--- src/hw/rtl/kvc_pkg.sv ---
// shared types, constants and op codes of the keyed value cache
// no dependencies; every other file of the block refers to this package
package kvc_pkg;

  // table geometry
  localparam int STORE_DEPTH      = 1024;
  localparam int NODE_SLOTS_DEF   = 64;
  localparam int METRIC_SLOTS_DEF = 16;
  localparam int LIST_LIMIT_DEF   = 64;

  // field widths
  localparam int OP_W     = 3;
  localparam int NODE_W   = 16;
  localparam int METRIC_W = 8;
  localparam int VAL_W    = 32;
  localparam int LIM_W    = 7;
  localparam int CNT_W    = 11;
  localparam int STAT_W   = 32;

  // op codes
  localparam logic [OP_W-1:0] OP_WRITE   = 3'd0;
  localparam logic [OP_W-1:0] OP_READ    = 3'd1;
  localparam logic [OP_W-1:0] OP_CLEAR   = 3'd2;
  localparam logic [OP_W-1:0] OP_LIST    = 3'd3;
  localparam logic [OP_W-1:0] OP_STATS   = 3'd4;
  // unassigned op codes, answered with a failed word
  localparam logic [OP_W-1:0] OP_RSVD_LO = 3'd5;
  localparam logic [OP_W-1:0] OP_RSVD_HI = 3'd7;

  // table capacity, held to the store depth
  function automatic int capacity(input int nodes, input int metrics);
    int prod;
    prod = nodes * metrics;
    return (prod > STORE_DEPTH) ? STORE_DEPTH : prod;
  endfunction

  typedef struct packed {
    logic [OP_W-1:0]     op;
    logic [NODE_W-1:0]   node_id;
    logic [METRIC_W-1:0] metric_key;
    logic [VAL_W-1:0]    value;
    logic [LIM_W-1:0]    max_count;
  } req_t;

  typedef struct packed {
    logic                ok;
    logic [VAL_W-1:0]    entry_value;
    logic                entry_dirty;
    logic [NODE_W-1:0]   entry_node;
    logic [METRIC_W-1:0] entry_metric;
    logic                last;
    logic [CNT_W-1:0]    entry_count;
    logic [STAT_W-1:0]   update_count;
    logic [STAT_W-1:0]   suppressed_count;
    logic [STAT_W-1:0]   hit_count;
  } res_t;

  // one table entry as stored in the entry ram
  typedef struct packed {
    logic [NODE_W-1:0]   node;
    logic [METRIC_W-1:0] metric;
    logic [VAL_W-1:0]    value;
    logic                dirty;
  } entry_t;

  localparam int ENTRY_W = $bits(entry_t);

  // controller to datapath
  typedef struct packed {
    logic load;   // latch a new request
    logic imm;    // request answered without a scan
    logic scan;   // issue table reads
    logic hit;    // act on the matching entry
    logic miss;   // act on the end of the scan
    logic flush;  // present the held list entry as final
  } cmd_t;

  // datapath to controller
  typedef struct packed {
    logic imm_req;
    logic found;
    logic exhausted;
    logic is_list;
    logic pend_v;
    logic lim_hit;
  } sts_t;

endpackage

--- src/hw/rtl/kvc_ctrl.sv ---
// controller: sequences load, table scan and result handshake
// depends on kvc_pkg
module kvc_ctrl (
  input  logic          clk,
  input  logic          rst_n,
  input  logic          in_valid,
  output logic          in_ready,
  output logic          out_valid,
  input  logic          out_ready,
  input  kvc_pkg::sts_t sts,
  output kvc_pkg::cmd_t cmd
);

  typedef enum logic [2:0] {
    ST_IDLE,
    ST_SCAN,
    ST_OUT,
    ST_OUT_CONT,
    ST_OUT_FLUSH
  } state_t;

  state_t state_r, state_nxt;
  logic   out_valid_r;

  // next state and commands
  always_comb begin
    cmd       = '0;
    state_nxt = state_r;
    case (state_r)
      ST_IDLE: begin
        if (in_valid) begin
          cmd.load  = 1'b1;
          cmd.imm   = sts.imm_req;
          state_nxt = sts.imm_req ? ST_OUT : ST_SCAN;
        end
      end
      ST_SCAN: begin
        cmd.scan = 1'b1;
        if (sts.found) begin
          cmd.hit = 1'b1;
          if (!sts.is_list) begin
            state_nxt = ST_OUT;
          end else if (!sts.pend_v) begin
            state_nxt = sts.lim_hit ? ST_OUT : ST_SCAN;
          end else begin
            state_nxt = sts.lim_hit ? ST_OUT_FLUSH : ST_OUT_CONT;
          end
        end else if (sts.exhausted) begin
          cmd.miss  = 1'b1;
          state_nxt = ST_OUT;
        end
      end
      ST_OUT: begin
        if (out_ready) begin
          state_nxt = ST_IDLE;
        end
      end
      ST_OUT_CONT: begin
        if (out_ready) begin
          state_nxt = ST_SCAN;
        end
      end
      ST_OUT_FLUSH: begin
        if (out_ready) begin
          cmd.flush = 1'b1;
          state_nxt = ST_OUT;
        end
      end
      default: begin
        state_nxt = ST_IDLE;
      end
    endcase
  end

  // state and registered valid
  always_ff @(posedge clk) begin
    if (!rst_n) begin
      state_r     <= ST_IDLE;
      out_valid_r <= 1'b0;
    end else begin
      state_r     <= state_nxt;
      out_valid_r <= (state_nxt == ST_OUT) || (state_nxt == ST_OUT_CONT) ||
                     (state_nxt == ST_OUT_FLUSH);
    end
  end

  assign in_ready  = (state_r == ST_IDLE);
  assign out_valid = out_valid_r;

endmodule

--- config.mk ---
export PLATFORM = sky130hd
export DESIGN_NAME = kvc_ctrl
export DESIGN_NICKNAME = d
export VERILOG_FILES = /design/src/hw/rtl/kvc_pkg.sv /design/src/hw/rtl/kvc_ctrl.sv
export SDC_FILE = /design/constraint.sdc
export NUM_CORES = 1
export LEC_CHECK = 0
export BUFFER_PORTS_ARGS = -buffer_cell sky130_fd_sc_hd__buf_2
export CAP_MARGIN = 20
export CORE_AREA = 3 3 40 42
export DETAILED_ROUTE_END_ITERATION = 8
export DIE_AREA = 0 0 43 45
export GPL_TIMING_DRIVEN = 0
export SLEW_MARGIN = 20
export SYNTH_ARGS = -nofsm -noshare
export SYNTH_HDL_FRONTEND = slang
export SYNTH_SLANG_ARGS = --single-unit
export TNS_END_PERCENT = 10
--- constraint.sdc ---
create_clock -name clk -period 3.55 [get_ports clk]
set_clock_uncertainty 0.1 [all_clocks]
set_input_delay 0.71 -clock clk [delete_from_list [all_inputs] [get_ports clk]]
set_output_delay 0.71 -clock clk [all_outputs]
set_load 0.005 [all_outputs]
# [Word level (Yosys, flattened, before mapping)]
# Cells that the tools add are included.
[totals] regBits=4
[op_classes] muxes=20 eq_ne=7 reduce_logical=3
[ops] cell="$mux W3" n=10
[ops] cell="$pmux W3 S5" n=1
[ops] cell="$eq A3 B2 Y1 const B" n=4
[ops] cell="$mux W2" n=4
[ops] cell="$eq A3 B3 Y1 const B" n=2
[ops] cell="$mux W1" n=5
[ops] cell="$eq A3 B1 Y1 const B" n=1
[ops] cell="$logic_not A3 Y1" n=1
[ops] cell="$logic_or A1 B1 Y1" n=2

# [Logic depth before layout (Yosys ltp)]
[depth] word_depth=8 ltp_mapped=5 ltp_nobuf=5

# [Worst setup path before layout]
# No wires, ideal clock.
[synth_timing] path_kind="input -> register" start="input port sts[0] in the netlist's numbering" end="register out_valid_r (netlist: out_valid)" setup_slack_ps=1582 path_buffers=0 setup_ps=58 t_arrival_ps=1810 required_ps=3392 path_stages=5 cell_sequence="ha_1 > and3b_1 > or4_4 > a31oi_1 > o21a_1"
[synth_between] elab_chain_cells=8 word_cells_on_any_way=11 classes_between="eq/ne: 3; mux: 6; reduce/logical: 2"
[synth_rtl] item="from (decl)" line="kvc_ctrl.sv:10" rtl="input kvc_pkg::sts_t sts,"
[synth_rtl] item="$mux W2 / $mux W3 (equally long branches)" line="kvc_ctrl.sv:44, kvc_ctrl.sv:46"
[synth_rtl] item="$mux W3 (*)" line="kvc_ctrl.sv:43" rtl="end else if (!sts.pend_v) begin"
[synth_rtl] item="$mux W3 (*)" line="kvc_ctrl.sv:41" rtl="if (!sts.is_list) begin"
[synth_rtl] item="$mux W3 (*)" line="kvc_ctrl.sv:39" rtl="if (sts.found) begin"
[synth_rtl] item="$pmux W3 S5 (*)" line="kvc_ctrl.sv:29" rtl="case (state_r)"
[synth_rtl] item="$eq A3 B2 Y1" line="kvc_ctrl.sv:82" rtl="out_valid_r <= (state_nxt == ST_OUT) || (state_nxt == ST_OUT_CONT) ||"
[synth_rtl] item="$logic_or A1 B1 Y1" line="kvc_ctrl.sv:82"
[synth_rtl] item="$logic_or A1 B1 Y1 (*)" line="kvc_ctrl.sv:82"
[synth_rtl] item="to (signal assigned)" line="kvc_ctrl.sv:82"
[synth_rtl] item="to (decl)" line="kvc_ctrl.sv:23" rtl="logic out_valid_r;"
# Mark *: on every way between the ends. The rest lies on a longest branch, timed or not.
# A chain may end at the register's enable or synchronous reset.

==> qor_table.md <==
| Parameter | This run |
|:---|:---|
| Final core occ | 36.1% |
| Layout cell share with drive strength beyond 1 | 42.6% |
| Final Non-Filler Cells | 76 |
| Vias in the first global route | 379 |
| Pwr/cell area | 320 mW/mm2 |
| Cell taking the most area after synthesis | dfxtp_1 |
| Worst IR Drop VDD | 0.000138 V |
| Placed Cells incl. Taps | 73 |
| Timing-limited maximum frequency | 0.466 GHz |
| CTS resizes | 0 |
| Syn-to-layout area delta | 37.4% |
| Final count of negative-setup-slack endpoints | 0 |
| Setup crit start kind | register |
| Wire length of the first global-routing pass | 1470 um |
| Htree depth | 1 |
| Worst Path Class, Setup | reg2out |
| Library cell appearing most often on the critical path | buf_2 |
| Antenna cell count | 0 |
| Count of mapped cells out of synthesis | 41 |
| WP data arrival | 1.33 ns |
| Predominant post-synthesis flop cell | dfxtp_1 |
| Count of buffer and inverter cells on the critical path | 3 |
| WL/cell | 10.7 um |
| Relative slew slack | 81.8% |
| DRC marker count from the first detailed-route iteration | 6 |
| Standard cell core area | 0.00128 mm2 |
| CP max stage cell | dfxtp_1 |
| Final hold vios | 0 |
| TritonCTS clock tree | done |
| Initial antenna violation count | 0 |
| RSZ-0062 raised after global routing | false |
| Commonest cells in the synthesized netlist | dfxtp_1, and2_1, inv_1, nor2_1 |
| Number of enable-type register cells in the synthesized netlist | 0 |
| Portion of synthesized cell area occupied by the leading cell type | 23.7% |
| Run status | finished clean |
| Global-route total usage across every layer | 10.0% |
| Most numerous cell in the Yosys netlist | dfxtp_1 |
| Total via count after detailed routing | 368 |
| Clock transition time at the flip-flop clock pins of the worst setup and hold paths | 0.03 ns |
| Cell at the root of the clock tree | clkbuf_4 |
| Crit path cell chain | buf_2, nor3_1, nand3_1, inv_1, buf_2 |
| Static leakage | 0.220 nW |
| Worst hold path type | reg2reg |
| Worst setup slack before clock tree synthesis | 1.41 ns |
| HPWL after detailed placement | 648 um |
| Die W | 43 um |
| Post-CTS repair timing setup buffer count | 0 |
| Mean Syn Cell Area | 8.24 um2 |
| Synthesized Nets | 52 |
| Clock latency on the worst-skew pair | 0.23 ns |
| Detailed-router iteration count before antenna repair | 2 |
| Pin count of the biggest net entering global routing | 11 |
| Flip-flop and latch count after synthesis | 4 |
| Time the worst path needs with I/O delays and setup | 2.14 ns |
| Worst reg-to-reg setup slack | 1.97 ns |
| CP delay by family, top | simple AND/OR/NAND/NOR gates |
| Post-synth cell types | 28 |
| Largest stage delay on the critical path | 0.31 ns |
| Final worst-path setup slack | 1.41 ns |
| Full die area | 0.00194 mm2 |
| Port Buffer Count | 17 |
| Crit path capture type | output port |
| Vertical die dimension | 45 um |
| Total wirelength of the detailed-routed design | 813 um |
| Starting utilization of the core area | 26.3% |
| Post-route clock period utilization | 60.4% |
| Proportion of synthesized flip-flops having asynchronous set or reset | 0% |
| RePlAce Congestion | 0.718 |
| Total I/O pin count | 18 |
| Num Clock Sinks | 4 |
| Residual antenna-violating net count after detailed routing | 0 |
| Final slew viol count | 0 |
| GRT Residual Overflow | 0 |
| Total Nets Final | 74 |
| Max-capacitance violation count | 0 |
| Sequential cell area fraction in the yosys report | 23.7% |
| Quantity of hold-fixing buffers added after cts | 0 |
| Ys Warns | 0 |
| Total CTS buffers | 3 |
| Crit path max fanout | 10 |
| Setup Total Neg Slack | 0 ns |
| Number of DRC violations after detailed routing | 0 |
| Ranking of synthesized cells by area | dfxtp_1, and2_1, nand2b_4 |
| Synthesized cell area | 338 um2 |
| Slew at the pin closest to its max-slew limit | 0.270 ns |
| Data required time at the worst endpoint | 2.74 ns |
| Buffer levels on the longest clock path | 2 |
| Vias per std cell | 4.84 |
| Floorplan row count | 13 |
[kinds of logic after synthesis]
family	synth area share [%]
AND/OR/NAND/NOR	48.1
AO/OA/AOI/OAI	19.6
adder cells (fa/ha/maj)	3.70
flip-flops	23.7
buffers and inverters	4.81
[path summary, 6_finish.rpt]
check / startpoint / cells past startpoint / endpoint
setup reg to reg: state_r[0] / 4 / out_valid
hold / removal: state_r[1] / 2 / state_r[2]
hold reg to reg: state_r[1] / 2 / state_r[2]
setup / recovery: state_r[1] / 5 / cmd[4]
[registers in the layout (all words and copies together), names as in the netlist]
signal / count
out_valid: 1
state_r: 3
[worst min-delay path, cell delays in order, from the launching register on]
cell,delay [ns]
dfxtp_1,0.33
buf_2,0.21
nor3_1,0.08
[cell type report]
cell class / instances / area, um2
sequential: 4 / 80.1
timing repair buffer: 17 / 85.1
multi-input combinational: 33 / 241
tap: 15 / 18.8
fill: 145 / 821
buffer: 1 / 5.00
clock buffer: 3 / 22.5
inverter: 3 / 11.3
[through the flow]
stage	hold WS (ns)	cell area, um2	total power [mW]
2_1_floorplan	0.491	338	0.0758
3_3_place_gp	0.559	442	0.0937
3_5_place_dp	0.563	442	0.0936
4_1_cts	0.568	464	0.153
5_1_grt	0.621	464	0.161
6_report	0.572	464	0.149
[cell usage in the layout, fill, tap and decap left out, drive strengths merged]
cell / synthesis / final
inv: 3 / 3
and2: 3 / 3
and4bb: 1 / 1
and3b: 1 / 1
a31oi: 2 / 2
nor3: 2 / 2
a21oi: 2 / 2
nor2: 3 / 3
ha: 1 / 1
or4: 1 / 1
nor4b: 1 / 1
or2: 1 / 1
dfxtp: 4 / 4
o32a: 1 / 1
nor4: 1 / 1
buf: 1 / 18
nor2b: 1 / 1
nand2: 1 / 1
nand3b: 1 / 1
nand2b: 3 / 3
o32ai: 1 / 1
o41ai: 1 / 1
nand3: 1 / 1
a32oi: 1 / 1
clkbuf: 0 / 3
o21a: 1 / 1
or4b: 2 / 2
[power breakdown]
| group | leakage (nW) | switching (mW) | internal, mW |
|---|---|---|---|
| Sequential | 0.0328 | 0.00318 | 0.0485 |
| Combinational | 0.174 | 0.0202 | 0.0210 |
| Clock | 0.0138 | 0.0180 | 0.0378 |
[routing by layer]
| layer | vias to the layer above | track usage (%) | routed length, um |
|---|---|---|---|
| li1 | 197 | - | - |
| met1 | 160 | 11.6 | 383 |
| met2 | 9 | 16.2 | 373 |
| met3 | 2 | 1.20 | 41 |
| met4 | 0 | 9.04 | 14 |
| met5 | - | 0 | 0 |
Note: power is estimated with default switching activity, not from simulation.
